`src/rtl/fcpd_pkg.sv`:
```
// fcpd_pkg: shared constants, result type and pin lookup functions for the
// framed command pin decoder. No dependencies.
package fcpd_pkg;

  localparam logic [7:0] HDR_BYTE      = 8'hC0;
  localparam logic [7:0] TRL_BYTE      = 8'hC1;
  localparam logic [7:0] MAX_LEN_RESET = 8'd200;
  localparam logic [7:0] KIND_MIN      = 8'd1;
  localparam logic [7:0] KIND_MAX      = 8'd4;
  localparam logic [7:0] CODE_MAX      = 8'd30;

  localparam logic [2:0] KIND_ATTEN_ONE = 3'd1;
  localparam logic [2:0] KIND_ATTEN_TWO = 3'd2;
  localparam logic [2:0] KIND_LINK      = 3'd3;
  localparam logic [2:0] KIND_BAND      = 3'd4;

  localparam logic [7:0] BAND_STEP = 8'd30;
  localparam logic [7:0] BAND_MID  = 8'd60;
  localparam logic [7:0] BAND_TOP  = 8'd90;

  typedef struct packed {
    logic [9:0]  atten_one_pins;
    logic [9:0]  atten_two_pins;
    logic [19:0] link_pins;
    logic        frame_done;
    logic        frame_dropped;
  } result_t;

  function automatic logic [19:0] code_mask(input logic [4:0] code);
    logic [19:0] m;
    case (code)
      5'd1,  5'd2:  m = 20'h80000;
      5'd3,  5'd4:  m = 20'h40000;
      5'd5,  5'd6:  m = 20'h20000;
      5'd7,  5'd8:  m = 20'h14000;
      5'd9,  5'd10: m = 20'h0C000;
      5'd11, 5'd12: m = 20'h02800;
      5'd13, 5'd14: m = 20'h01800;
      5'd15, 5'd16: m = 20'h00400;
      5'd17, 5'd18: m = 20'h00027;
      5'd19, 5'd20: m = 20'h00017;
      5'd21, 5'd22: m = 20'h0000F;
      5'd23, 5'd24: m = 20'h00200;
      5'd25, 5'd26: m = 20'h00100;
      5'd27, 5'd28: m = 20'h00080;
      5'd29, 5'd30: m = 20'h00040;
      default:      m = 20'h00000;
    endcase
    return m;
  endfunction

  function automatic logic [19:0] code_value(input logic [4:0] code);
    logic [19:0] v;
    case (code)
      5'd2:    v = 20'h80000;
      5'd4:    v = 20'h40000;
      5'd6:    v = 20'h20000;
      5'd8:    v = 20'h10000;
      5'd9:    v = 20'h04000;
      5'd10:   v = 20'h0C000;
      5'd12:   v = 20'h02000;
      5'd13:   v = 20'h00800;
      5'd14:   v = 20'h01800;
      5'd16:   v = 20'h00400;
      5'd17:   v = 20'h00004;
      5'd18:   v = 20'h00024;
      5'd19:   v = 20'h00002;
      5'd20:   v = 20'h00012;
      5'd21:   v = 20'h00001;
      5'd22:   v = 20'h00009;
      5'd24:   v = 20'h00200;
      5'd26:   v = 20'h00100;
      5'd28:   v = 20'h00080;
      5'd30:   v = 20'h00040;
      default: v = 20'h00000;
    endcase
    return v;
  endfunction

  // band select in bits 9:8 and 1:0, doubled step code in bits 7:2
  function automatic logic [9:0] band_pins(input logic [9:0] old, input logic [7:0] v);
    logic [9:0] res;
    logic [7:0] step;
    step = 8'd0;
    res  = old;
    if (v <= BAND_STEP) begin
      step = v;
      res  = {2'd1, step[4:0], 1'b0, 2'd1};
    end else if (v <= BAND_MID) begin
      step = v - BAND_STEP;
      res  = {2'd2, step[4:0], 1'b0, 2'd1};
    end else if (v <= BAND_TOP) begin
      step = v - BAND_MID;
      res  = {2'd2, step[4:0], 1'b0, 2'd2};
    end
    return res;
  endfunction

endpackage

```
`src/rtl/fcpd_parser.sv`:
```
// fcpd_parser: frame parser, payload capture and pin state for the decoder.
// Updates once per accepted byte. Depends on fcpd_pkg.
module fcpd_parser (
  input  logic              clk,
  input  logic              rst,
  input  logic              step,
  input  logic [7:0]        rx_byte,
  input  logic [7:0]        max_len,
  output fcpd_pkg::result_t result
);

  typedef enum logic [2:0] {
    PH_HUNT,
    PH_TYPE,
    PH_LEN,
    PH_PAYLOAD,
    PH_TRAILER
  } phase_t;

  phase_t            phase, phase_next;
  logic [2:0]        kind, kind_next;
  logic [7:0]        bytes_left, bytes_left_next;
  logic [7:0]        payload_index, payload_index_next;
  logic [3:0][7:0]   captured, captured_next;
  logic [19:0]       link_mask, link_mask_next;
  logic [19:0]       link_value, link_value_next;
  fcpd_pkg::result_t result_next;
  logic [19:0]       m;

  always_comb begin
    phase_next         = phase;
    kind_next          = kind;
    bytes_left_next    = bytes_left;
    payload_index_next = payload_index;
    captured_next      = captured;
    link_mask_next     = link_mask;
    link_value_next    = link_value;
    result_next        = result;
    result_next.frame_done    = 1'b0;
    result_next.frame_dropped = 1'b0;
    m = fcpd_pkg::code_mask(rx_byte[4:0]);

    case (phase)
      PH_HUNT: begin
        if (rx_byte == fcpd_pkg::HDR_BYTE) begin
          phase_next         = PH_TYPE;
          kind_next          = 3'd0;
          bytes_left_next    = 8'd0;
          payload_index_next = 8'd0;
          captured_next      = '0;
          link_mask_next     = '0;
          link_value_next    = '0;
        end
      end
      PH_TYPE: begin
        if (rx_byte inside {[fcpd_pkg::KIND_MIN:fcpd_pkg::KIND_MAX]}) begin
          kind_next  = rx_byte[2:0];
          phase_next = PH_LEN;
        end else begin
          result_next.frame_dropped = 1'b1;
          phase_next = PH_HUNT;
        end
      end
      PH_LEN: begin
        if (rx_byte > max_len) begin
          result_next.frame_dropped = 1'b1;
          phase_next = PH_HUNT;
        end else begin
          bytes_left_next = rx_byte;
          phase_next = (rx_byte == 8'd0) ? PH_TRAILER : PH_PAYLOAD;
        end
      end
      PH_PAYLOAD: begin
        if (payload_index <= 8'd2) begin
          captured_next[payload_index[1:0]] = rx_byte;
        end else if (payload_index == 8'd4) begin
          captured_next[3] = rx_byte;
        end
        if (kind == fcpd_pkg::KIND_LINK && rx_byte <= fcpd_pkg::CODE_MAX) begin
          link_mask_next  = link_mask | m;
          link_value_next = (link_value & ~m) | (fcpd_pkg::code_value(rx_byte[4:0]) & m);
        end
        payload_index_next = payload_index + 8'd1;
        bytes_left_next    = bytes_left - 8'd1;
        if (bytes_left == 8'd1) begin
          phase_next = PH_TRAILER;
        end
      end
      PH_TRAILER: begin
        if (rx_byte == fcpd_pkg::TRL_BYTE) begin
          result_next.frame_done = 1'b1;
          case (kind)
            fcpd_pkg::KIND_ATTEN_ONE: begin
              result_next.atten_one_pins =
                {captured[0][1:0], captured[1][5:0], captured[2][1:0]};
            end
            fcpd_pkg::KIND_ATTEN_TWO: begin
              result_next.atten_two_pins =
                {captured[0][1:0], captured[1][5:0], captured[2][1:0]};
            end
            fcpd_pkg::KIND_LINK: begin
              result_next.link_pins = (result.link_pins & ~link_mask) |
                                      (link_value & link_mask);
            end
            fcpd_pkg::KIND_BAND: begin
              result_next.atten_one_pins =
                fcpd_pkg::band_pins(result.atten_one_pins, captured[0]);
              result_next.atten_two_pins =
                fcpd_pkg::band_pins(result.atten_two_pins, captured[3]);
            end
            default: begin
            end
          endcase
        end else begin
          result_next.frame_dropped = 1'b1;
        end
        phase_next = PH_HUNT;
      end
      default: begin
        phase_next = PH_HUNT;
      end
    endcase
  end

  always_ff @(posedge clk) begin
    if (rst) begin
      phase         <= PH_HUNT;
      kind          <= 3'd0;
      bytes_left    <= 8'd0;
      payload_index <= 8'd0;
      captured      <= '0;
      link_mask     <= '0;
      link_value    <= '0;
      result        <= '0;
    end else if (step) begin
      phase         <= phase_next;
      kind          <= kind_next;
      bytes_left    <= bytes_left_next;
      payload_index <= payload_index_next;
      captured      <= captured_next;
      link_mask     <= link_mask_next;
      link_value    <= link_value_next;
      result        <= result_next;
    end
  end

endmodule

```
`src/rtl/framed_command_pin_decoder.sv`:
```
// framed_command_pin_decoder: top level, stream handshake, length limit
// register and output beat. Depends on fcpd_pkg and fcpd_parser.
//
//   channel   dir   width  contents
//   s_axis    in    8      rx_byte
//   m_axis    out   40+2   pin levels after the byte, done/dropped flags
//   cfg       in    8      max_payload_len
//
// One byte per cycle while s_axis_tready is high; each byte gives one result
// beat in the cycle after it is taken. The parser state and the result register update together.
// s_axis_tready is low only while a result beat waits on m_axis_tready.
// Reset clears all pins low, hunts for a header, and sets the limit to 200.
module framed_command_pin_decoder (
  input  logic        clk,
  input  logic        rst,
  input  logic        s_axis_tvalid,
  output logic        s_axis_tready,
  input  logic [7:0]  s_axis_tdata,  // [7:0] rx_byte
  output logic        m_axis_tvalid,
  input  logic        m_axis_tready,
  output logic [39:0] m_axis_tdata,  // [9:0] atten_one_pins, [19:10] atten_two_pins,
                                     // [39:20] link_pins
  output logic [1:0]  m_axis_tuser,  // [0] frame_done, [1] frame_dropped
  input  logic        cfg_we,
  input  logic [7:0]  cfg_wdata
);

  logic              step;
  logic [7:0]        max_len;
  fcpd_pkg::result_t result;

  assign s_axis_tready = !m_axis_tvalid || m_axis_tready;
  assign step          = s_axis_tvalid && s_axis_tready;

  always_ff @(posedge clk) begin
    if (rst) begin
      max_len       <= fcpd_pkg::MAX_LEN_RESET;
      m_axis_tvalid <= 1'b0;
    end else begin
      if (cfg_we) begin
        max_len <= cfg_wdata;
      end
      if (step) begin
        m_axis_tvalid <= 1'b1;
      end else if (m_axis_tready) begin
        m_axis_tvalid <= 1'b0;
      end
    end
  end

  fcpd_parser u_parser (
    .clk     (clk),
    .rst     (rst),
    .step    (step),
    .rx_byte (s_axis_tdata),
    .max_len (max_len),
    .result  (result)
  );

  assign m_axis_tdata = {result.link_pins, result.atten_two_pins, result.atten_one_pins};
  assign m_axis_tuser = {result.frame_dropped, result.frame_done};

endmodule

```
`config.mk`:
```
export PLATFORM = sky130hd
export DESIGN_NAME = framed_command_pin_decoder
export DESIGN_NICKNAME = d
export VERILOG_FILES = /design/src/rtl/fcpd_pkg.sv /design/src/rtl/fcpd_parser.sv /design/src/rtl/framed_command_pin_decoder.sv
export SDC_FILE = /design/constraint.sdc
export NUM_CORES = 1
export LEC_CHECK = 0
export ABC_AREA = 1
export BUFFER_PORTS_ARGS = -buffer_cell sky130_fd_sc_hd__buf_2
export CELL_PAD_IN_SITES_DETAIL_PLACEMENT = 2
export CELL_PAD_IN_SITES_GLOBAL_PLACEMENT = 2
export CORE_MARGIN = 4
export CORE_UTILIZATION = 33
export CTS_CLUSTER_DIAMETER = 40
export DETAILED_ROUTE_END_ITERATION = 16
export PLACE_DENSITY = 0.84
export SYNTH_ARGS = -nofsm -noshare
export SYNTH_HDL_FRONTEND = slang
export SYNTH_SLANG_ARGS = --single-unit
```
`constraint.sdc`:
```
create_clock -name clk -period 2.59 [get_ports clk]
set_clock_uncertainty 0.2 [all_clocks]
set_input_delay 0.1295 -clock clk [delete_from_list [all_inputs] [get_ports clk]]
set_output_delay 0.1295 -clock clk [all_outputs]
set_load 0.1 [all_outputs]
```
==> results of run 1 <==
[routing by layer]
metal | part of all wire | global-route usage
met5 | 0.00064 | 0
met4 | 0.023 | 0.0818
met3 | 0.026 | 0.0368
met2 | 0.54 | 0.443
met1 | 0.41 | 0.261
[cells in the mapped netlist, drive strengths merged, types with 4 or more instances]
cell	count	area [um2]
nand2	230	906
ha	28	350
a21oi	106	534
nor2	174	691
buf	20	126
or2	4	25.0
nor3	54	287
nand4	22	138
clkbuf	15	56.3
o21bai	7	52.6
inv	146	551
nand3	73	390
o21ai	50	262
dfxtp	137	2740
[worst min-delay path by stage]
stage,from,to,depth (start not counted)
floorplan,cfg_we,max_len[3]$_SDFFE_PP1P_,1
global placement,cfg_wdata[7],max_len[7]$_SDFFE_PP1P_,3
detailed placement,cfg_wdata[3],max_len[3]$_SDFFE_PP1P_,3
CTS,s_axis_tdata[6],u_parser.bytes_left[6]$_SDFFE_PP0P_,7
global route,s_axis_tdata[7],u_parser.captured[7]$_SDFFE_PP0P_,5
finish,s_axis_tdata[6],u_parser.bytes_left[6]$_SDFFE_PP0P_,7
[cells in the final DEF, fill, tap and decap left out, drive strengths merged]
cell type	instances
nor2	174
xor2	3
o21bai	7
nand2	230
nor4	1
inv	156
a22oi	1
nand3	73
o22ai	1
a32oi	1
a31oi	2
a21oi	106
clkbuf	17
nand4	22
clkinv	3
o21ai	50
xnor2	1
buf	80
a21o	1
nor3	54
o21a	3
dfxtp	137
nand3b	2
ha	28
clkinvlp	4
or2	4
o211ai	3
dlygate4sd3	24
[power by group]
part / leakage, uW / internal [uW] / switching (uW)
Sequential: 0.00111 / 2180 / 81.8
Clock: 0.000280 / 1280 / 1140
Combinational: 0.00251 / 391 / 1000
[worst min-delay path, stage by stage]
cell     delay [ps]
buf_2           140
nand2_1          80
nand2_1          60
inv_1            60
nand3_1          70
nand2_1          70
nor2_1           40
[final cells by class]
class / count / area share
multi-input combinational: 767 / 0.437
sequential: 137 / 0.314
timing repair buffer: 104 / 0.0797
inverter: 147 / 0.0638
clock buffer: 17 / 0.0486
tap: 280 / 0.0400
clock inverter: 15 / 0.0169
timing repair inverter: 1 / 0.000858
[kinds of logic after synthesis]
logic type | share of synthesized area
compound gates | 0.129
xor+xnor | 0.00482
fa+ha+maj | 0.0482
buf+inv | 0.101
flops | 0.377
simple gates | 0.339
[through the flow]
| stage | total power [uW] | setup slack [ps] | cell area (um2) | std cells |
|---|---|---|---|---|
| 2_1_floorplan | 3220 | 110 | 7280 | 1086 |
| 3_3_place_gp | 3530 | 275 | 7880 | 1410 |
| 3_5_place_dp | 3580 | 186 | 7880 | 1410 |
| 4_1_cts | 6080 | 67.9 | 8690 | 1466 |
| 5_1_grt | 6380 | -38.4 | 8750 | 1468 |
| 6_report | 6070 | 115 | 8750 | 1468 |
[what timing repair did]
action / in CTS / in global routing
resized for setup: 0 / 9
buffers inserted: 0 / 1
endpoints found under the setup margin: 0 / 29
endpoints found under the hold margin: 12 / 0
hold buffers: 24 / 0
==> results by group, run 1 <==
Worst setup path
  • WP data required: 2710 ps
  • Largest stage delay on the critical path: 530 ps
  • CP bufs+invs: 4
  • Most common cell on crit path: nor2_1
  • Worst path slowest cell: dlygate4sd3_1
  • RR Endpoint: u_parser.bytes_left[2]$_SDFFE_PP0P_
  • Crit Path Class: in2reg
  • Critical Path Source: s_axis_tdata[1]
  • Startpoint Class: primary input
  • Critical-path cell list: dlygate4sd3_1 > buf_2 > inv_1 > ha_2 > nand2_2 > nor2_1 > nand2_1 > nand2_8 > nand2_4 > inv_4 > nand3_1 > nor2_1 > nor2_1
  • Top Family by Delay on Critical Path: simple AND/OR/NAND/NOR gates
  • RR Startpoint: max_len[7]$_SDFFE_PP1P_
  • Worst Path Arrival: 2600 ps
  • Worst-path fanout max: 25
  • Path depth of the worst reg2reg path: 11
  • Critical path depth: 13
  • R2r setup slk: 270 ps
  • CP endpoint kind: flip-flop
  • Critical Path End: u_parser.link_value[12]$_SDFFE_PP0P_

Clock network
  • Clk buf depth: 2
  • Worst-Skew Late Latency: 440 ps
  • Clock sink total: 137
  • CTS tree: done
  • Clk slew on worst S/H paths: 70 ps
  • Clock buffer count from CTS: 17
  • Root buffer cell: clkbuf_16
  • Htree depth: 4

STA
  • Max_slew headroom: 0.504
  • Fin Setup TNS: 0 ps
  • Worst-margin pin slew: 744 ps
  • Unrepaired setup endpoints after global routing: true
  • Crit path time final: 2470 ps
  • Max-slew violations: 0
  • Maximum clock frequency: 404 MHz
  • WHS: 47.6 ps
  • Period Utilization, post-route: 0.956
  • Setup violators final: 0
  • Final Hold Fails: 0

Synth
  • Cells after Synth: 1086
  • Post-synth top flop: dfxtp_1
  • Post-synth EDFFs: 0
  • Avg Inst Size Synth: 6.70 um2
  • Yosys reg bits: 137
  • Ys async rst share: 0
  • Post-Syn Nets: 1135
  • Synth Warn #: 0
  • Post-synth design cell area: 0.00728 mm2
  • Cell variety after synth: 44
  • Sequential cell area fraction in the yosys report: 0.377

Route
  • Via/cell ratio: 5.16
  • Routed vias: 7568
  • Routed wire length: 27900 um
  • Wire per inst: 19.0 um
  • 1st-pass router iterations: 4
  • Antenna viol nets, final: 0
  • Remaining DRCs: 0
  • Iter 0 DRT Violations: 379

GRT
  • Number of global-route vias before repair: 8499
  • Initial antenna violation count: 1
  • GR Overflow Total: 0
  • Largest net degree at the start of global routing: 61
  • First-pass GRT wire length: 45200 um
  • Gr usage total: 0.233

Pwr
  • Maximum vdd drop: 0.433 mV
  • Pwr/cell area: 694 mW/mm2
  • LEAKAGE: 0.00390 uW

Layout
  • Total Nets Final: 1224
  • Area growth, synth to finish: 20.3%
  • Storage element area: 0.00274 mm2
  • Layout Utilization: 0.402
  • Proportion of layout cells with a drive suffix above 1: 0.138
  • Multi-input logic area: 0.00382 mm2
  • Ant. Diodes: 0
  • Fill cells: 2624

Floorplan
  • Initial Util: 0.334
  • Die Height: 156 um
  • Core region area: 0.0218 mm2
  • Die X: 156 um
  • Die area: 0.0245 mm2
  • Top Ports: 65
  • Row count: 54

Placed design
  • I/O Buffers: 64
  • Hpwl dp: 18000 um
  • Gpl congestion: 0.823

Outcome
  • Status: finished, final reports clean

Flow run
  • Max Cap Violations: 0

Hold path
  • Worst hold path type: in2reg
Power figures use the tool's default switching activity.
==> run 2, diff against run 1 <==
Settings changed: CORE_UTILIZATION 33 to 34, HOLD_SLACK_MARGIN set to 0.1, PLACE_DENSITY 0.84 to 0.86, SYNTH_HIERARCHICAL set to 1.
==> results by group, run 2 <==
Floorplan
  • Die area: 0.0245 mm2
  • Row count: 54
  • Die Height: 157 um
  • Core region area: 0.0218 mm2
  • Initial Util: 0.345
  • Die X: 157 um
  • Top Ports: 65

GRT
  • Initial antenna violation count: 0
  • First-pass GRT wire length: 50400 um
  • Number of global-route vias before repair: 9067
  • Largest net degree at the start of global routing: 53
  • Gr usage total: 0.262
  • GR Overflow Total: 0

Synth
  • Post-synth design cell area: 0.00752 mm2
  • Ys async rst share: 0
  • Cell variety after synth: 47
  • Cells after Synth: 1111
  • Largest area contributor in the netlist: dfxtp_1
  • Post-synth top flop: dfxtp_1
  • Most frequent cell after synthesis: nand2_1
  • Synth Warn #: 6
  • Yosys top cell area share: 0.365
  • Post-Syn Nets: 1161
  • Sequential cell area fraction in the yosys report: 0.365
  • Synth area leaders: dfxtp_1 36%, nand2_1 11%, nor2_1 8.2%
  • Top post-synthesis cells by count: 227 x nand2_1, 165 x nor2_1, 137 x dfxtp_1
  • Post-synth EDFFs: 0
  • Avg Inst Size Synth: 6.77 um2
  • Yosys reg bits: 137

Layout
  • Fill cells: 2596
  • Fin area: 0.00907 mm2
  • Storage element area: 0.00274 mm2
  • Post-Layout Cell Count: 1501
  • Total Nets Final: 1258
  • Multi-input logic area: 0.00414 mm2
  • Proportion of layout cells with a drive suffix above 1: 0.142
  • Area growth, synth to finish: 20.7%
  • Ant. Diodes: 0
  • Most frequent cells in the layout: 227 x nand2_1, 163 x nor2_1, 137 x dfxtp_1, 107 x inv_1, 106 x a21oi_1
  • Commonest non-fill, non-tap cell in the layout: nand2_1

STA
  • Fin Setup TNS: 0 ps
  • Max_slew headroom: 0.547
  • Period Utilization, post-route: 0.943
  • Max-slew violations: 0
  • Worst-margin pin slew: 675 ps
  • Crit path time final: 2440 ps
  • Final Hold Fails: 0
  • Maximum clock frequency: 409 MHz
  • Fin worst setup slack: 147 ps
  • Setup violators final: 0

Route
  • Remaining DRCs: 0
  • Iter 0 DRT Violations: 448
  • Via/cell ratio: 5.41
  • Routed wire length: 31700 um
  • 1st-pass router iterations: 5
  • Routed vias: 8124
  • Wire per inst: 21.1 um
  • Antenna viol nets, final: 0

Worst setup path
  • Crit Path Class: in2reg
  • Worst Path Arrival: 2570 ps
  • Startpoint Class: primary input
  • WP data required: 2710 ps
  • CP endpoint kind: flip-flop
  • Worst-path fanout max: 13

Placed design
  • Hpwl dp: 19200 um
  • Gpl congestion: 0.852
  • DP Worst Slack: 230 ps
  • Dpl cells: 1432
  • Placed Area: 0.00812 mm2
  • I/O Buffers: 64

Clock network
  • Worst-Skew Late Latency: 440 ps
  • Clock sink total: 137
  • CTS tree: done
  • Htree depth: 4
  • Root buffer cell: clkbuf_16
  • Clock buffer count from CTS: 17
  • Clk slew on worst S/H paths: 60 ps
  • Clk buf depth: 2

Pwr
  • Switching Fraction: 0.289
  • Internal power: 3490 uW
  • Comb power frac: 0.071
  • Switching power: 1420 uW
  • LEAKAGE: 0.00381 uW
  • Flop pwr share: 0.434
  • Clock Power Share: 0.495
  • Maximum vdd drop: 0.346 mV
  • Pwr/cell area: 541 mW/mm2
  • Tot Pwr: 4910 uW

Outcome
  • Status: finished, final reports clean

Hold path
  • Worst hold path type: in2reg

Flow run
  • Max Cap Violations: 0
-- run 2: changes by cell type in the layout (fill, tap and decap cells not counted), moves of 4 or more --
cell	change
dlygate4sd3_1	+11
nor2_2	+13
nor2_1	-4
buf_4	+6
nor3b_1	+10
nand2_2	-9
nand3_1	+12
o21ai_1	+7
nand2_1	+13
inv_8	-4
inv_2	-5
inv_1	-27
o21bai_1	-7
-- run 2: worst paths after layout --
kind	startpoint	slack (ps)	to	cells after the start
min reg2reg	u_parser/result[35]$_SDFFE_PP0P_	280	u_parser/result[35]$_SDFFE_PP0P_	2
max	s_axis_tdata[2]	150	u_parser/kind[0]$_SDFFE_PP0P_	11
max reg2reg	u_parser/captured[27]$_SDFFE_PP0P_	160	u_parser/result[27]$_SDFFE_PP0P_	9
min	s_axis_tdata[5]	130	u_parser/captured[29]$_SDFFE_PP0P_	5
-- run 2: area by class of cell --
type / count / share of cell area
tap: 280 / 0.0386
multi-input combinational: 817 / 0.456
timing repair buffer: 120 / 0.0927
inverter: 115 / 0.0485
clock buffer: 17 / 0.0469
sequential: 137 / 0.302
clock inverter: 15 / 0.0148
-- run 2: power groups by stage --
stage | logic, uW | clock network [uW] | registers [uW]
floorplan | 166 | 0 | 2180
global placement | 261 | 0 | 2170
detailed placement | 276 | 0 | 2170
CTS | 328 | 2460 | 2120
global route | 374 | 2560 | 2130
finish | 348 | 2430 | 2130
-- run 2: cells by family (layout without fill, tap and decap cells) --
family | after synthesis | in the layout | share of synthesized area
flip-flops | 137 | 137 | 0.365
AO/OA/AOI/OAI | 178 | 178 | 0.123
adder cells (fa/ha/maj) | 29 | 29 | 0.0483
XOR/XNOR | 8 | 8 | 0.00932
buffers and inverters | 157 | 267 | 0.0876
AND/OR/NAND/NOR | 602 | 602 | 0.367
-- run 2: per-layer routing --
layer,vias to the layer above,track usage,routed length [um]
met2,201,0.491,16900
li1,3831,-,-
met5,-,0,0
met1,4022,0.287,12500
met4,0,0.110,1050
met3,70,0.0495,1230
-- run 2: repair_timing --
item / CTS / global route
buffers inserted: 0 / 2
hold endpoints to repair: 44 / 0
setup endpoints to repair: 0 / 52
hold buffers: 35 / 0
resized for setup: 0 / 6
-- run 2: critical path, cell delays in order --
cell           delay (ps)
dlygate4sd3_1         520
buf_2                 300
inv_1                 280
nand2_1               260
o21ai_0               140
o21ai_1               200
nand2_1               120
nor2_2                270
o21ai_0               180
nand2_1               110
nor2_1                 50
-- run 2: through the flow --
stage | hold WS, ps | utilization
2_1_floorplan | -1.43 | -
3_3_place_gp | 148 | 0.373
3_5_place_dp | 153 | 0.373
4_1_cts | 115 | 0.415
5_1_grt | 153 | 0.417
6_report | 127 | 0.417
